`src/rtl/hsq_pkg.sv`:
```
`timescale 1ns / 1ps
package hsq_pkg;

   localparam int ENC_W     = 16;
   localparam int SPD_W     = 16;
   localparam int TMO_W     = 20;
   localparam int MS_W      = 16;
   localparam int DIR_W     = 2;
   localparam int ERR_W     = 4;
   localparam int CSR_IDX_W = 3;
   localparam int CSR_DAT_W = 20;

   localparam logic OP_TICK  = 1'b0;
   localparam logic OP_START = 1'b1;

   localparam logic [DIR_W-1:0] DIR_STOP = 2'd0;
   localparam logic [DIR_W-1:0] DIR_CW   = 2'd1;
   localparam logic [DIR_W-1:0] DIR_CCW  = 2'd2;

   localparam logic [ERR_W-1:0] ERR_NONE         = 4'd0;
   localparam logic [ERR_W-1:0] ERR_ENC1_STUCK   = 4'd1;
   localparam logic [ERR_W-1:0] ERR_A1_FAST_TMO  = 4'd2;
   localparam logic [ERR_W-1:0] ERR_A1_BACK_TMO  = 4'd3;
   localparam logic [ERR_W-1:0] ERR_A1_FWD_TMO   = 4'd4;
   localparam logic [ERR_W-1:0] ERR_ENC2_STUCK   = 4'd5;
   localparam logic [ERR_W-1:0] ERR_A2_FAST_TMO  = 4'd6;
   localparam logic [ERR_W-1:0] ERR_A2_BACK_TMO  = 4'd7;
   localparam logic [ERR_W-1:0] ERR_A2_FWD_TMO   = 4'd8;

   localparam logic [CSR_IDX_W-1:0] CSR_MOVE_TIMEOUT = 3'd0;
   localparam logic [CSR_IDX_W-1:0] CSR_FAST_SPEED   = 3'd1;
   localparam logic [CSR_IDX_W-1:0] CSR_SLOW_SPEED   = 3'd2;
   localparam logic [CSR_IDX_W-1:0] CSR_OVERDRIVE    = 3'd3;
   localparam logic [CSR_IDX_W-1:0] CSR_ENC_CHECK    = 3'd4;
   localparam logic [CSR_IDX_W-1:0] CSR_MIN_ENC_MOVE = 3'd5;
   localparam logic [CSR_IDX_W-1:0] CSR_ENC1_HOME    = 3'd6;

   localparam logic [TMO_W-1:0] RST_MOVE_TIMEOUT = 20'd10000;
   localparam logic [SPD_W-1:0] RST_FAST_SPEED   = 16'd800;
   localparam logic [SPD_W-1:0] RST_SLOW_SPEED   = 16'd200;
   localparam logic [MS_W-1:0]  RST_OVERDRIVE    = 16'd500;
   localparam logic [MS_W-1:0]  RST_ENC_CHECK    = 16'd100;
   localparam logic [ENC_W-1:0] RST_MIN_ENC_MOVE = 16'd10;
   localparam logic [ENC_W-1:0] RST_ENC1_HOME    = 16'd32768;

   typedef enum logic [3:0] {
      PH_IDLE    = 4'd0,
      PH_A1_FAST = 4'd1,
      PH_A1_BACK = 4'd2,
      PH_A1_OVER = 4'd3,
      PH_A1_FWD  = 4'd4,
      PH_A2_FAST = 4'd5,
      PH_A2_BACK = 4'd6,
      PH_A2_OVER = 4'd7,
      PH_A2_FWD  = 4'd8,
      PH_DONE    = 4'd9
   } phase_type;

   typedef struct packed {
      logic [TMO_W-1:0] move_timeout_ms;
      logic [SPD_W-1:0] fast_speed;
      logic [SPD_W-1:0] slow_speed;
      logic [MS_W-1:0]  overdrive_ms;
      logic [MS_W-1:0]  enc_check_ms;
      logic [ENC_W-1:0] min_enc_move;
      logic [ENC_W-1:0] enc1_home_value;
   } cfg_type;

   typedef struct packed {
      logic             operation;
      logic             ref_switch_1;
      logic             ref_switch_2;
      logic [ENC_W-1:0] enc1_count;
      logic [ENC_W-1:0] enc2_count;
   } req_type;

   typedef struct packed {
      logic [SPD_W-1:0] m1_speed;
      logic [DIR_W-1:0] m1_dir;
      logic [SPD_W-1:0] m2_speed;
      logic [DIR_W-1:0] m2_dir;
      logic             enc1_load;
      logic             enc2_load;
      logic             busy_res;
      logic             done_res;
      logic [ERR_W-1:0] error_code;
   } rsp_type;

endpackage

```
`src/rtl/hsq_req_if.sv`:
```
`timescale 1ns / 1ps
interface hsq_req_if;
   logic                     valid;
   logic                     ready;
   logic                     operation;
   logic                     ref_switch_1;
   logic                     ref_switch_2;
   logic [hsq_pkg::ENC_W-1:0] enc1_count;
   logic [hsq_pkg::ENC_W-1:0] enc2_count;

   modport source (output valid, operation, ref_switch_1, ref_switch_2, enc1_count,
                   enc2_count, input ready);
   modport sink (input valid, operation, ref_switch_1, ref_switch_2, enc1_count,
                 enc2_count, output ready);
endinterface

```
`src/rtl/hsq_rsp_if.sv`:
```
`timescale 1ns / 1ps
interface hsq_rsp_if;
   logic                     valid;
   logic                     ready;
   logic [hsq_pkg::SPD_W-1:0] m1_speed;
   logic [hsq_pkg::DIR_W-1:0] m1_dir;
   logic [hsq_pkg::SPD_W-1:0] m2_speed;
   logic [hsq_pkg::DIR_W-1:0] m2_dir;
   logic                     enc1_load;
   logic                     enc2_load;
   logic                     busy_res;
   logic                     done_res;
   logic [hsq_pkg::ERR_W-1:0] error_code;

   modport source (output valid, m1_speed, m1_dir, m2_speed, m2_dir, enc1_load, enc2_load,
                   busy_res, done_res, error_code, input ready);
   modport sink (input valid, m1_speed, m1_dir, m2_speed, m2_dir, enc1_load, enc2_load,
                 busy_res, done_res, error_code, output ready);
endinterface

```
`src/rtl/hsq_csr_if.sv`:
```
`timescale 1ns / 1ps
interface hsq_csr_if;
   logic                         valid;
   logic                         ready;
   logic [hsq_pkg::CSR_IDX_W-1:0] index;
   logic [hsq_pkg::CSR_DAT_W-1:0] wdata;

   modport source (output valid, index, wdata, input ready);
   modport sink (input valid, index, wdata, output ready);
endinterface

```
`src/rtl/two_axis_homing_sequencer.sv`:
```
`timescale 1ns / 1ps
// A request is registered on acceptance, and its result is registered
// in the result stage on advance; the step logic sits between the two registers.
// Throughput: one request per cycle, held back while an untaken result waits.
// Reset (synchronous, active high): sequencer idle, no error, both stages empty,
// configuration registers back at their defaults.
module two_axis_homing_sequencer #(
   parameter int COUNT_BITS = 16,
   parameter int TIMER_BITS = 20
) (
   input  logic      clock,
   input  logic      reset,
   hsq_req_if.sink   req_bus,
   hsq_rsp_if.source rsp_bus,
   hsq_csr_if.sink   csr_bus
);

   hsq_pkg::cfg_type cfg;
   hsq_pkg::req_type item_ff;
   hsq_pkg::rsp_type step_rsp;
   hsq_pkg::rsp_type rsp_ff;
   logic             item_valid_ff, item_valid_in;
   logic             rsp_valid_ff, rsp_valid_in;
   logic             out_free;
   logic             advance;
   logic             req_take;

   assign out_free      = !rsp_valid_ff || rsp_bus.ready;
   assign advance       = item_valid_ff && out_free;
   assign req_bus.ready = !item_valid_ff || advance;
   assign req_take      = req_bus.valid && req_bus.ready;

   assign item_valid_in = req_take ? 1'b1 : (advance ? 1'b0 : item_valid_ff);
   assign rsp_valid_in  = advance ? 1'b1 : (rsp_bus.ready ? 1'b0 : rsp_valid_ff);

   hsq_csr u_csr (
      .clock   (clock),
      .reset   (reset),
      .csr_bus (csr_bus),
      .cfg     (cfg)
   );

   hsq_engine #(
      .COUNT_BITS (COUNT_BITS),
      .TIMER_BITS (TIMER_BITS)
   ) u_engine (
      .clock   (clock),
      .reset   (reset),
      .advance (advance),
      .item    (item_ff),
      .cfg     (cfg),
      .result  (step_rsp)
   );

   always_ff @(posedge clock) begin
      if (reset) begin
         item_valid_ff <= 1'b0;
         rsp_valid_ff  <= 1'b0;
      end else begin
         item_valid_ff <= item_valid_in;
         rsp_valid_ff  <= rsp_valid_in;
      end
   end

   always_ff @(posedge clock) begin
      if (req_take) begin
         item_ff.operation    <= req_bus.operation;
         item_ff.ref_switch_1 <= req_bus.ref_switch_1;
         item_ff.ref_switch_2 <= req_bus.ref_switch_2;
         item_ff.enc1_count   <= req_bus.enc1_count;
         item_ff.enc2_count   <= req_bus.enc2_count;
      end
      if (advance) begin
         rsp_ff <= step_rsp;
      end
   end

   assign rsp_bus.valid      = rsp_valid_ff;
   assign rsp_bus.m1_speed   = rsp_ff.m1_speed;
   assign rsp_bus.m1_dir     = rsp_ff.m1_dir;
   assign rsp_bus.m2_speed   = rsp_ff.m2_speed;
   assign rsp_bus.m2_dir     = rsp_ff.m2_dir;
   assign rsp_bus.enc1_load  = rsp_ff.enc1_load;
   assign rsp_bus.enc2_load  = rsp_ff.enc2_load;
   assign rsp_bus.busy_res   = rsp_ff.busy_res;
   assign rsp_bus.done_res   = rsp_ff.done_res;
   assign rsp_bus.error_code = rsp_ff.error_code;

   a_no_overwrite: assert property (@(posedge clock) disable iff (reset)
      rsp_valid_ff && !rsp_bus.ready |=> rsp_valid_ff && $stable(rsp_ff))
      else $error("pending result overwritten");

   a_advance_fills: assert property (@(posedge clock) disable iff (reset)
      advance |=> rsp_valid_ff)
      else $error("advanced request produced no result");

   a_stage_held: assert property (@(posedge clock) disable iff (reset)
      item_valid_ff && !advance |=> item_valid_ff && $stable(item_ff))
      else $error("held request lost");

endmodule

```
`src/rtl/hsq_csr.sv`:
```
`timescale 1ns / 1ps
module hsq_csr (
   input  logic             clock,
   input  logic             reset,
   hsq_csr_if.sink          csr_bus,
   output hsq_pkg::cfg_type cfg
);

   hsq_pkg::cfg_type cfg_ff;
   hsq_pkg::cfg_type cfg_in;

   assign csr_bus.ready = 1'b1;
   assign cfg           = cfg_ff;

   always_comb begin
      cfg_in = cfg_ff;
      if (csr_bus.valid) begin
         unique case (csr_bus.index)
            hsq_pkg::CSR_MOVE_TIMEOUT: cfg_in.move_timeout_ms = csr_bus.wdata;
            hsq_pkg::CSR_FAST_SPEED:   cfg_in.fast_speed = csr_bus.wdata[hsq_pkg::SPD_W-1:0];
            hsq_pkg::CSR_SLOW_SPEED:   cfg_in.slow_speed = csr_bus.wdata[hsq_pkg::SPD_W-1:0];
            hsq_pkg::CSR_OVERDRIVE:    cfg_in.overdrive_ms = csr_bus.wdata[hsq_pkg::MS_W-1:0];
            hsq_pkg::CSR_ENC_CHECK:    cfg_in.enc_check_ms = csr_bus.wdata[hsq_pkg::MS_W-1:0];
            hsq_pkg::CSR_MIN_ENC_MOVE: cfg_in.min_enc_move = csr_bus.wdata[hsq_pkg::ENC_W-1:0];
            hsq_pkg::CSR_ENC1_HOME:    cfg_in.enc1_home_value = csr_bus.wdata[hsq_pkg::ENC_W-1:0];
            default: cfg_in = cfg_ff;
         endcase
      end
   end

   always_ff @(posedge clock) begin
      if (reset) begin
         cfg_ff.move_timeout_ms <= hsq_pkg::RST_MOVE_TIMEOUT;
         cfg_ff.fast_speed      <= hsq_pkg::RST_FAST_SPEED;
         cfg_ff.slow_speed      <= hsq_pkg::RST_SLOW_SPEED;
         cfg_ff.overdrive_ms    <= hsq_pkg::RST_OVERDRIVE;
         cfg_ff.enc_check_ms    <= hsq_pkg::RST_ENC_CHECK;
         cfg_ff.min_enc_move    <= hsq_pkg::RST_MIN_ENC_MOVE;
         cfg_ff.enc1_home_value <= hsq_pkg::RST_ENC1_HOME;
      end else begin
         cfg_ff <= cfg_in;
      end
   end

endmodule

```
`src/rtl/hsq_engine.sv`:
```
`timescale 1ns / 1ps
module hsq_engine #(
   parameter int COUNT_BITS = 16,
   parameter int TIMER_BITS = 20
) (
   input  logic             clock,
   input  logic             reset,
   input  logic             advance,
   input  hsq_pkg::req_type item,
   input  hsq_pkg::cfg_type cfg,
   output hsq_pkg::rsp_type result
);

   localparam int CW   = (COUNT_BITS < hsq_pkg::ENC_W) ? COUNT_BITS : hsq_pkg::ENC_W;
   localparam int EW   = TIMER_BITS + 1;
   localparam int CMPW = (EW > hsq_pkg::TMO_W) ? EW : hsq_pkg::TMO_W;

   hsq_pkg::phase_type         phase_ff, phase_in;
   logic [TIMER_BITS-1:0]      elapsed_ff, elapsed_in;
   logic [hsq_pkg::MS_W-1:0]   od_left_ff, od_left_in;
   logic [CW-1:0]              start_ff, start_in;
   logic                       check_ff, check_in;
   logic [hsq_pkg::ERR_W-1:0]  err_ff, err_in;

   logic [EW-1:0]              e_raw;
   logic [TIMER_BITS-1:0]      e_sat;
   logic                       tmo_hit, chk_hit;
   logic                       axis2;
   logic                       sw;
   logic [CW-1:0]              cnt1, cnt2, cnt, diff;
   logic                       stuck;
   logic [hsq_pkg::MS_W-1:0]   od_dec;
   logic                       fail_en;
   logic [hsq_pkg::ERR_W-1:0]  fail_code;
   logic                       load1, load2;

   assign e_raw   = {1'b0, elapsed_ff} + EW'(1);
   assign e_sat   = e_raw[TIMER_BITS] ? {TIMER_BITS{1'b1}} : e_raw[TIMER_BITS-1:0];
   assign tmo_hit = CMPW'(e_raw) > CMPW'(cfg.move_timeout_ms);
   assign chk_hit = CMPW'(e_raw) > CMPW'(cfg.enc_check_ms);
   assign axis2   = (phase_ff == hsq_pkg::PH_A2_FAST) || (phase_ff == hsq_pkg::PH_A2_BACK) ||
                    (phase_ff == hsq_pkg::PH_A2_OVER) || (phase_ff == hsq_pkg::PH_A2_FWD);
   assign sw      = axis2 ? item.ref_switch_2 : item.ref_switch_1;
   assign cnt1    = item.enc1_count[CW-1:0];
   assign cnt2    = item.enc2_count[CW-1:0];
   assign cnt     = axis2 ? cnt2 : cnt1;
   assign diff    = (cnt > start_ff) ? cnt - start_ff : start_ff - cnt;
   assign stuck   = hsq_pkg::ENC_W'(diff) < cfg.min_enc_move;
   assign od_dec  = (od_left_ff != '0) ? od_left_ff - 1'b1 : od_left_ff;

   always_comb begin
      phase_in   = phase_ff;
      elapsed_in = elapsed_ff;
      od_left_in = od_left_ff;
      start_in   = start_ff;
      check_in   = check_ff;
      err_in     = err_ff;
      fail_en    = 1'b0;
      fail_code  = hsq_pkg::ERR_NONE;
      load1      = 1'b0;
      load2      = 1'b0;
      if (item.operation == hsq_pkg::OP_START) begin
         err_in     = hsq_pkg::ERR_NONE;
         od_left_in = '0;
         start_in   = cnt1;
         check_in   = 1'b1;
         phase_in   = hsq_pkg::PH_A1_FAST;
         elapsed_in = '0;
      end else begin
         unique case (phase_ff)
            hsq_pkg::PH_A1_FAST, hsq_pkg::PH_A2_FAST: begin
               elapsed_in = e_sat;
               if (!sw) begin
                  check_in   = 1'b0;
                  phase_in   = axis2 ? hsq_pkg::PH_A2_BACK : hsq_pkg::PH_A1_BACK;
                  elapsed_in = '0;
               end else if (check_ff && chk_hit && stuck) begin
                  fail_en   = 1'b1;
                  fail_code = axis2 ? hsq_pkg::ERR_ENC2_STUCK : hsq_pkg::ERR_ENC1_STUCK;
               end else begin
                  if (check_ff && chk_hit) begin
                     check_in = 1'b0;
                  end
                  if (tmo_hit) begin
                     fail_en   = 1'b1;
                     fail_code = axis2 ? hsq_pkg::ERR_A2_FAST_TMO : hsq_pkg::ERR_A1_FAST_TMO;
                  end
               end
            end
            hsq_pkg::PH_A1_BACK, hsq_pkg::PH_A2_BACK: begin
               elapsed_in = e_sat;
               if (sw) begin
                  if (cfg.overdrive_ms == '0) begin
                     phase_in   = axis2 ? hsq_pkg::PH_A2_FWD : hsq_pkg::PH_A1_FWD;
                     elapsed_in = '0;
                  end else begin
                     od_left_in = cfg.overdrive_ms;
                     phase_in   = axis2 ? hsq_pkg::PH_A2_OVER : hsq_pkg::PH_A1_OVER;
                  end
               end else if (tmo_hit) begin
                  fail_en   = 1'b1;
                  fail_code = axis2 ? hsq_pkg::ERR_A2_BACK_TMO : hsq_pkg::ERR_A1_BACK_TMO;
               end
            end
            hsq_pkg::PH_A1_OVER, hsq_pkg::PH_A2_OVER: begin
               elapsed_in = e_sat;
               od_left_in = od_dec;
               if (od_dec == '0) begin
                  phase_in   = axis2 ? hsq_pkg::PH_A2_FWD : hsq_pkg::PH_A1_FWD;
                  elapsed_in = '0;
               end
            end
            hsq_pkg::PH_A1_FWD: begin
               elapsed_in = e_sat;
               if (!sw) begin
                  load1      = 1'b1;
                  start_in   = cnt2;
                  check_in   = 1'b1;
                  phase_in   = hsq_pkg::PH_A2_FAST;
                  elapsed_in = '0;
               end else if (tmo_hit) begin
                  fail_en   = 1'b1;
                  fail_code = hsq_pkg::ERR_A1_FWD_TMO;
               end
            end
            hsq_pkg::PH_A2_FWD: begin
               elapsed_in = e_sat;
               if (!sw) begin
                  load2      = 1'b1;
                  phase_in   = hsq_pkg::PH_DONE;
                  elapsed_in = '0;
               end else if (tmo_hit) begin
                  fail_en   = 1'b1;
                  fail_code = hsq_pkg::ERR_A2_FWD_TMO;
               end
            end
            default: phase_in = phase_ff;
         endcase
         if (fail_en) begin
            phase_in   = hsq_pkg::PH_IDLE;
            err_in     = fail_code;
            check_in   = 1'b0;
            od_left_in = '0;
         end
      end
   end

   always_comb begin
      result            = '0;
      result.enc1_load  = load1;
      result.enc2_load  = load2;
      result.error_code = err_in;
      unique case (phase_in)
         hsq_pkg::PH_A1_FAST: begin
            result.m1_speed = cfg.fast_speed;
            result.m1_dir   = hsq_pkg::DIR_CW;
            result.busy_res = 1'b1;
         end
         hsq_pkg::PH_A1_BACK, hsq_pkg::PH_A1_OVER: begin
            result.m1_speed = cfg.slow_speed;
            result.m1_dir   = hsq_pkg::DIR_CCW;
            result.busy_res = 1'b1;
         end
         hsq_pkg::PH_A1_FWD: begin
            result.m1_speed = cfg.slow_speed;
            result.m1_dir   = hsq_pkg::DIR_CW;
            result.busy_res = 1'b1;
         end
         hsq_pkg::PH_A2_FAST: begin
            result.m2_speed = cfg.fast_speed;
            result.m2_dir   = hsq_pkg::DIR_CW;
            result.busy_res = 1'b1;
         end
         hsq_pkg::PH_A2_BACK, hsq_pkg::PH_A2_OVER: begin
            result.m2_speed = cfg.slow_speed;
            result.m2_dir   = hsq_pkg::DIR_CCW;
            result.busy_res = 1'b1;
         end
         hsq_pkg::PH_A2_FWD: begin
            result.m2_speed = cfg.slow_speed;
            result.m2_dir   = hsq_pkg::DIR_CW;
            result.busy_res = 1'b1;
         end
         hsq_pkg::PH_DONE: result.done_res = 1'b1;
         default: result.busy_res = 1'b0;
      endcase
   end

   always_ff @(posedge clock) begin
      if (reset) begin
         phase_ff   <= hsq_pkg::PH_IDLE;
         elapsed_ff <= '0;
         od_left_ff <= '0;
         start_ff   <= '0;
         check_ff   <= 1'b0;
         err_ff     <= hsq_pkg::ERR_NONE;
      end else if (advance) begin
         phase_ff   <= phase_in;
         elapsed_ff <= elapsed_in;
         od_left_ff <= od_left_in;
         start_ff   <= start_in;
         check_ff   <= check_in;
         err_ff     <= err_in;
      end
   end

   a_hold_when_stalled: assert property (@(posedge clock) disable iff (reset)
      !advance |=> $stable(phase_ff) && $stable(elapsed_ff) && $stable(err_ff))
      else $error("state moved without an accepted request");

   a_load2_to_done: assert property (@(posedge clock) disable iff (reset)
      advance && load2 |=> phase_ff == hsq_pkg::PH_DONE && err_ff == hsq_pkg::ERR_NONE)
      else $error("axis 2 load without reaching done");

   a_fail_to_idle: assert property (@(posedge clock) disable iff (reset)
      advance && fail_en |=> phase_ff == hsq_pkg::PH_IDLE && err_ff != hsq_pkg::ERR_NONE
                             && !check_ff)
      else $error("error did not stop the sequence");

   a_start_restarts: assert property (@(posedge clock) disable iff (reset)
      advance && item.operation == hsq_pkg::OP_START |=>
         phase_ff == hsq_pkg::PH_A1_FAST && elapsed_ff == '0 && check_ff)
      else $error("start did not restart axis 1");

endmodule
```
`src/flat_wrapper.sv`:
```
// flat-port wrapper written by rule: the top's interface ports become plain ports
module two_axis_homing_sequencer_flat 
#(
   parameter int COUNT_BITS = 16,
   parameter int TIMER_BITS = 20
)
  (clock, reset, req_bus_valid, req_bus_operation, req_bus_ref_switch_1, req_bus_ref_switch_2, req_bus_enc1_count, req_bus_enc2_count, req_bus_ready, rsp_bus_valid, rsp_bus_m1_speed, rsp_bus_m1_dir, rsp_bus_m2_speed, rsp_bus_m2_dir, rsp_bus_enc1_load, rsp_bus_enc2_load, rsp_bus_busy_res, rsp_bus_done_res, rsp_bus_error_code, rsp_bus_ready, csr_bus_valid, csr_bus_index, csr_bus_wdata, csr_bus_ready);
  hsq_req_if req_bus_i ();
  hsq_rsp_if rsp_bus_i ();
  hsq_csr_if csr_bus_i ();
  input  logic clock;
  input  logic reset;
  input wire logic [$bits(req_bus_i.valid)-1:0] req_bus_valid;
  input wire logic [$bits(req_bus_i.operation)-1:0] req_bus_operation;
  input wire logic [$bits(req_bus_i.ref_switch_1)-1:0] req_bus_ref_switch_1;
  input wire logic [$bits(req_bus_i.ref_switch_2)-1:0] req_bus_ref_switch_2;
  input wire logic [$bits(req_bus_i.enc1_count)-1:0] req_bus_enc1_count;
  input wire logic [$bits(req_bus_i.enc2_count)-1:0] req_bus_enc2_count;
  output wire logic [$bits(req_bus_i.ready)-1:0] req_bus_ready;
  output wire logic [$bits(rsp_bus_i.valid)-1:0] rsp_bus_valid;
  output wire logic [$bits(rsp_bus_i.m1_speed)-1:0] rsp_bus_m1_speed;
  output wire logic [$bits(rsp_bus_i.m1_dir)-1:0] rsp_bus_m1_dir;
  output wire logic [$bits(rsp_bus_i.m2_speed)-1:0] rsp_bus_m2_speed;
  output wire logic [$bits(rsp_bus_i.m2_dir)-1:0] rsp_bus_m2_dir;
  output wire logic [$bits(rsp_bus_i.enc1_load)-1:0] rsp_bus_enc1_load;
  output wire logic [$bits(rsp_bus_i.enc2_load)-1:0] rsp_bus_enc2_load;
  output wire logic [$bits(rsp_bus_i.busy_res)-1:0] rsp_bus_busy_res;
  output wire logic [$bits(rsp_bus_i.done_res)-1:0] rsp_bus_done_res;
  output wire logic [$bits(rsp_bus_i.error_code)-1:0] rsp_bus_error_code;
  input wire logic [$bits(rsp_bus_i.ready)-1:0] rsp_bus_ready;
  input wire logic [$bits(csr_bus_i.valid)-1:0] csr_bus_valid;
  input wire logic [$bits(csr_bus_i.index)-1:0] csr_bus_index;
  input wire logic [$bits(csr_bus_i.wdata)-1:0] csr_bus_wdata;
  output wire logic [$bits(csr_bus_i.ready)-1:0] csr_bus_ready;
  assign req_bus_i.valid = req_bus_valid;
  assign req_bus_i.operation = req_bus_operation;
  assign req_bus_i.ref_switch_1 = req_bus_ref_switch_1;
  assign req_bus_i.ref_switch_2 = req_bus_ref_switch_2;
  assign req_bus_i.enc1_count = req_bus_enc1_count;
  assign req_bus_i.enc2_count = req_bus_enc2_count;
  assign req_bus_ready = req_bus_i.ready;
  assign rsp_bus_valid = rsp_bus_i.valid;
  assign rsp_bus_m1_speed = rsp_bus_i.m1_speed;
  assign rsp_bus_m1_dir = rsp_bus_i.m1_dir;
  assign rsp_bus_m2_speed = rsp_bus_i.m2_speed;
  assign rsp_bus_m2_dir = rsp_bus_i.m2_dir;
  assign rsp_bus_enc1_load = rsp_bus_i.enc1_load;
  assign rsp_bus_enc2_load = rsp_bus_i.enc2_load;
  assign rsp_bus_busy_res = rsp_bus_i.busy_res;
  assign rsp_bus_done_res = rsp_bus_i.done_res;
  assign rsp_bus_error_code = rsp_bus_i.error_code;
  assign rsp_bus_i.ready = rsp_bus_ready;
  assign csr_bus_i.valid = csr_bus_valid;
  assign csr_bus_i.index = csr_bus_index;
  assign csr_bus_i.wdata = csr_bus_wdata;
  assign csr_bus_ready = csr_bus_i.ready;
  two_axis_homing_sequencer #(.COUNT_BITS(COUNT_BITS), .TIMER_BITS(TIMER_BITS)) u_core (.clock(clock), .reset(reset), .req_bus(req_bus_i), .rsp_bus(rsp_bus_i), .csr_bus(csr_bus_i));
endmodule
```
`config.mk`:
```
export PLATFORM = sky130hd
export DESIGN_NAME = two_axis_homing_sequencer_flat
export DESIGN_NICKNAME = d
export VERILOG_FILES = /design/src/rtl/hsq_pkg.sv /design/src/rtl/hsq_req_if.sv /design/src/rtl/hsq_rsp_if.sv /design/src/rtl/hsq_csr_if.sv /design/src/rtl/two_axis_homing_sequencer.sv /design/src/rtl/hsq_csr.sv /design/src/rtl/hsq_engine.sv /design/src/flat_wrapper.sv
export SDC_FILE = /design/constraint.sdc
export NUM_CORES = 1
export LEC_CHECK = 0
export BUFFER_PORTS_ARGS = -buffer_cell sky130_fd_sc_hd__buf_2
export CAP_MARGIN = 20
export CORE_ASPECT_RATIO = 1.75
export CORE_MARGIN = 5
export CORE_UTILIZATION = 57
export CTS_BUF_LIST = sky130_fd_sc_hd__clkbuf_8
export DETAILED_ROUTE_END_ITERATION = 7
export MAX_ROUTING_LAYER = met4
export PLACE_DENSITY = 0.76
export SLEW_MARGIN = 20
export SYNTH_ARGS = -nofsm -noshare
export SYNTH_HDL_FRONTEND = slang
export SYNTH_SLANG_ARGS = --single-unit
export TNS_END_PERCENT = 5
```
`constraint.sdc`:
```
create_clock -name clock -period 7.1 [get_ports clock]
set_input_delay 1.065 -clock clock [delete_from_list [all_inputs] [get_ports clock]]
set_output_delay 1.065 -clock clock [all_outputs]
set_load 0.01 [all_outputs]
```
### Word level (Yosys, flattened, before mapping)

Cells that the tools add are included.

* register bits after elaboration: 242
* bits of input ports: 63
* output and inout bits: 47

* add/subtract/negate cells: 4
* magnitude comparators: 4
* eq/ne operators: 28
* muxes and demuxes: 67
* bitwise logic cells: 2
* reduce and logical (&&, ||, !) cells: 41

Operators with widths (number)
* 16-bit two-way mux: 10
* 20-bit two-way mux: 6
* 18-bit case mux with 3 select lines: 2
* 20-bit case mux with 3 select lines: 1
* 4-bit two-way mux: 13
* 4-bit by 3-bit == test with 1-bit output, second input constant: 8
* 16-bit logical NOT: 2
* 16-bit case mux with 2 select lines: 1
* 16-bit subtractor: 2
* 3-bit two-way mux: 10
* 20-bit by 1-bit adder with 21-bit output, second input constant: 1
* 21-bit by 16-bit greater-than comparator with 1-bit output: 1
* 21-bit by 20-bit greater-than comparator with 1-bit output: 1
* 1-bit two-way mux: 20
* 4-bit case mux with 5 select lines: 1
* 4-bit by 2-bit == test with 1-bit output, second input constant: 4
* 16-bit greater-than comparator: 1
* 16-bit less-than comparator: 1
* 4-bit case mux with 4 select lines: 1
* 16-bit nonzero test: 1
* 2-bit OR reduction: 8
* 16-bit by 1-bit subtractor with 16-bit output, second input constant: 1
* 2-bit AND reduction: 7
* 4-bit == test, second input constant: 3
* 21 further kinds: 40

### Depth between registers and ports, before layout

* depth in word-level cells: 18
* mapped depth: 31
* gate-level depth less buffers: 27

### Cells and area by module

A second synthesis with hierarchy kept.

* cells, all modules: 1595
* area, all modules: 14991.9 um^2

By module, submodules not included
* hsq_engine: instances 1, cells each 1081, area an instance 7915.1 um^2, seq. area each 1221.2 um^2
* hsq_csr: instances 1, cells each 425, area an instance 4600.7 um^2, seq. area each 2322.2 um^2
* two_axis_homing_sequencer: instances 1, cells each 89, area an instance 2476.1 um^2, seq. area each 2412.3 um^2

### Worst setup path before layout

OpenSTA, ideal clock, no wires.

* kind: reg2reg
* from: register u_core.u_engine.phase_ff[3]
* to: register u_core.rsp_ff (netlist bit u_core.rsp_bus.m1_speed[5]) (data pin)
* arrival time: 6.810 ns
* data required time: 6.844 ns
* path slack: 0.034 ns
* stages on the path, launching flop included: 30
* path buffers: 5
* cells stage by stage: dfxtp_1 > nor2b_1 > nand2_1 > o21ai_1 > clkbuf_1 > mux2_2 > ha_1 > clkbuf_1 > nand4_1 > or2_2 > inv_1 > o211ai_1 > a21oi_1 > clkbuf_1 > clkbuf_1 > a211oi_1 > a21oi_1 > xor2_1 > ha_1 > a21o_1 > a21o_1 > a21oi_1 > nor4bb_1 > o21ai_0 > nor4_2 > a21o_1 > nor3_4 > a31o_4 > buf_6 > a22o_1

RTL lines
* from (decl): RTL line hsq_engine.sv:18 `hsq_pkg::phase_type phase_ff, phase_in;`
* from (signal assigned): RTL line hsq_engine.sv:191 `phase_ff <= hsq_pkg::PH_IDLE;`
* from (signal assigned): RTL line hsq_engine.sv:198 `phase_ff <= phase_in;`
* to (signal assigned): RTL line two_axis_homing_sequencer.sv:74 `rsp_ff <= step_rsp;`
* to (decl): RTL line two_axis_homing_sequencer.sv:21 `hsq_pkg::rsp_type rsp_ff;`

==> impl_metrics.env <==
export IMPL_drc=0
export IMPL_ant_nets=0
export IMPL_power_density_nw_per_um2=205
export IMPL_post_route_min_period_ns=6.71
export IMPL_hold_violations=0
export IMPL_vias_per_cell=6.02
export IMPL_crit_chain="nor2_1 > nand2_1 > o21ai_2 > buf_4 > mux2_2 > ha_1 > nand4_1 > or2_2 > inv_1 > o211ai_1 > a21oi_4 > buf_4 > mux2i_1 > xor2_1 > ha_1 > nand4_1 > a211oi_1 > nor4bb_2 > o21ai_0 > nor4_2 > a21o_1 > nor3_4 > a31o_4 > a22o_1"
export IMPL_syn_nets=1762
export IMPL_power_frac_clock=0.371
export IMPL_drt_total_wl_um=39800
export IMPL_io_pins=110
export IMPL_fin_ws_ns=0.388
export IMPL_grt_pass1_vias=12400
export IMPL_fmax_ghz=0.149
export IMPL_met1_usage=0.297
export IMPL_pwr_share_comb=0.152
export IMPL_tightestPinTransition_ns=1.02
export IMPL_drtIter0Drc=671
export IMPL_synthCells=1612
export IMPL_grt_ovfl_total=0
export IMPL_synth_area_top_cells="dfxtp_1 24%, edfxtp_1 17%, nand2_1 8.0%"
export IMPL_grtUsageTotal=0.296
export IMPL_antenna_found_initial=0
export IMPL_arrival_ns=7.15
export IMPL_cts_tree="done"
export IMPL_ys_ff_latch=242
export IMPL_die_area_um2=27500
export IMPL_hold_depth=2
export IMPL_grt_pass1_wl_um=63000
export IMPL_p_int_w=0.00227
export IMPL_finalSetupViolations=0
export IMPL_fin_skew_ns=0.0330
export IMPL_via_count=12300
export IMPL_ys_seq_area_frac=0.409
export IMPL_leakagePower_nw=6.22
export IMPL_firstDrtPassIters=6
export IMPL_cpPeakStageDelay_ns=0.66
export IMPL_synth_top_area_share=0.237
export IMPL_seqPwrFrac=0.477
export IMPL_synth_ff_type="dfxtp_1"
export IMPL_grt_use_met3=0.0376
export IMPL_synthTopCellsByCount="292 x nand2_1, 168 x a21oi_1, 163 x dfxtp_1, 99 x inv_1, 98 x nor2_1"
export IMPL_irDropWorstVdd_mv=0.133
export IMPL_clk_path_buf_depth=3
export IMPL_avgSynthCellArea_um2=8.54
export IMPL_post_drt_wl_per_cell_um=19.6
export IMPL_path_class="reg -> reg"
export IMPL_end_kind="flop"
export IMPL_synth_edf_count=79
export IMPL_synth_area_um2=13800
export IMPL_initial_core_util=0.576
export IMPL_crit_path_start_kind="flop"
export IMPL_drv_cap=0
export IMPL_grt_max_degree=98
export IMPL_rows=75
export IMPL_report_final_slew_viol_count=0
export IMPL_fillers=2088
export IMPL_outcome="complete, no violations"
export IMPL_cts_htree_levels=2
export IMPL_clk_latency_ns=0.58
export IMPL_cts_clk_slew_worst_paths_ns=0.06
export IMPL_reg2regPathDepth=24
export IMPL_area_growth_synth_to_final_pct=11.6
export IMPL_root_buffer="clkbuf_8"
export IMPL_ctsHoldBuffers=0
export IMPL_cpMaxStageDelayCell="nor3_4"
export IMPL_antenna_diode_count=0
export IMPL_cp_max_fo=17
export IMPL_grt_use_met2=0.527
export IMPL_core_um2=23900
export IMPL_hpwl_um=28800
export IMPL_synth_most_common_cell="nand2_1"
export IMPL_post_route_period_util=0.945
export IMPL_crit_required_ns=7.54
export IMPL_hold_path_class="reg -> reg"
export IMPL_cts_sinks=242
export IMPL_die_w_um=128
export IMPL_holdWs_ns=0.456
export IMPL_p_sw_frac=0.281
export IMPL_die_y_um=216
export IMPL_yosys_area_top_type="dfxtp_1"
export IMPL_post_place_ws_ns=-0.0202
export IMPL_top_usage_layer="met2"
export IMPL_synthArstFlopShare=0
export IMPL_ys_warnings_count=0
export IMPL_io_buffer_count=108
export IMPL_nets=1848
export IMPL_slew_limit_headroom=0.323
export IMPL_numCtsBuffers=37
export IMPL_place_gp_congestion=1.01
export IMPL_synth_cell_type_count=78
export IMPL_p_switching_w=0.000887
export IMPL_drive_gt1_frac=0.152
-- cell families (layout without fill, tap and decap cells) --
kind of cell,count (synthesis),after routing,synth area share
AND/OR/NAND/NOR,601,601,0.207
XOR/XNOR,35,35,0.0223
multiplexers,48,48,0.0367
flip-flops,242,242,0.409
buffers and inverters,193,308,0.0556
other,1,1,0.000272
AO/OA/AOI/OAI,405,405,0.188
adder cells (fa/ha/maj),87,87,0.0801
-- power groups by stage --
stage | registers [W] | logic (W) | clock network, W
detailed placement | 0.00154 | 0.000473 | 0
CTS | 0.00151 | 0.000477 | 0.00120
finish | 0.00151 | 0.000482 | 0.00117
floorplan | 0.00153 | 0.000327 | 0
global placement | 0.00153 | 0.000466 | 0
global route | 0.00151 | 0.000529 | 0.00126
-- stage by stage --
stage | TNS (ns) | utilization | power [W] | instance area, um2 | std cells
after global placement | 0 | 0.609 | 0.00200 | 14600 | 1966
final | 0 | 0.642 | 0.00316 | 15400 | 2035
after floorplan | 0 | - | 0.00186 | 13800 | 1612
after CTS | 0 | 0.641 | 0.00318 | 15300 | 2034
after detailed placement | -0.0224 | 0.609 | 0.00201 | 14600 | 1966
after global routing | -0.0316 | 0.642 | 0.00330 | 15400 | 2035
-- worst max-delay path, delay by kind of cell, from the launching register on --
kind	cells	cell delay (ns)
AO/OA/AOI/OAI	8	2.16
flip-flops	1	0.31
multiplexers	2	0.64
adder cells (fa/ha/maj)	2	0.79
XOR/XNOR	1	0.12
AND/OR/NAND/NOR	8	1.97
buffers and inverters	3	0.56
-- area by class of cell --
class	instances	area [um2]	share of cell area
multi-input cells	1177	7430	0.483
clock buffers	44	606	0.0394
repair buffers	140	796	0.0518
flip-flops and latches	242	5640	0.367
well taps	308	385	0.0251
clock inverters	24	141	0.00920
inverters	100	375	0.0244
-- cell usage in the layout, fill, tap and decap left out, types with 26 or more instances in the layout --
master	instances
a21o_1	31
a211oi_1	32
mux2i_1	28
edfxtp_1	79
a21oi_1	165
clkbuf_8	44
nand3_1	52
inv_1	107
buf_4	32
buf_2	107
dfxtp_1	163
nand2_1	292
xnor2_1	26
ha_1	85
o21ai_0	49
nor2_1	97
-- per-layer routing --
| layer | share of wire | vias to the layer above | wire (um) |
|---|---|---|---|
| li1 | - | 5859 | - |
| met1 | 0.35 | 5791 | 13900 |
| met2 | 0.53 | 430 | 21200 |
| met3 | 0.049 | 180 | 1950 |
| met4 | 0.070 | 0 | 2790 |
| met5 | 0 | - | 0 |
-- sequential cells by signal, summed over array words and instances (netlist names), 2 cells and up --
| name | cells |
|---|---|
| u_core.u_engine.phase_ff | 4 |
| u_core.rsp_bus.m1_speed | 16 |
| u_core.u_engine.start_ff | 16 |
| u_core.rsp_bus.m2_dir | 2 |
| u_core.u_engine.err_ff | 4 |
| u_core.u_csr.cfg | 100 |
| u_core.item_ff | 35 |
| u_core.u_engine.elapsed_ff | 20 |
| u_core.u_engine.od_left_ff | 16 |
| u_core.rsp_bus.m1_dir | 2 |
| u_core.rsp_bus.error_code | 4 |
| u_core.rsp_bus.m2_speed | 16 |
-- worst paths after layout --
path                                            start                               endpoint  slack (ns)
max          u_core.u_engine.phase_ff[0]$_SDFFE_PP0P_  u_core.rsp_bus.m1_speed[12]$_DFFE_PP_        0.39
min                u_core.u_csr.cfg[103]$_SDFFE_PP0P_     u_core.u_csr.cfg[103]$_SDFFE_PP0P_        0.46
max reg2reg  u_core.u_engine.phase_ff[0]$_SDFFE_PP0P_  u_core.rsp_bus.m1_speed[12]$_DFFE_PP_        0.39
min reg2reg        u_core.u_csr.cfg[103]$_SDFFE_PP0P_     u_core.u_csr.cfg[103]$_SDFFE_PP0P_        0.46
-- repair_timing --
| item | in CTS | in global routing |
|---|---|---|
| gates resized for setup | 3 | 4 |
| buffers inserted | 0 | 1 |
| pin swaps | 0 | 2 |
| endpoints found under the setup margin | 4 | 57 |
Power figures use the tool's default switching activity.
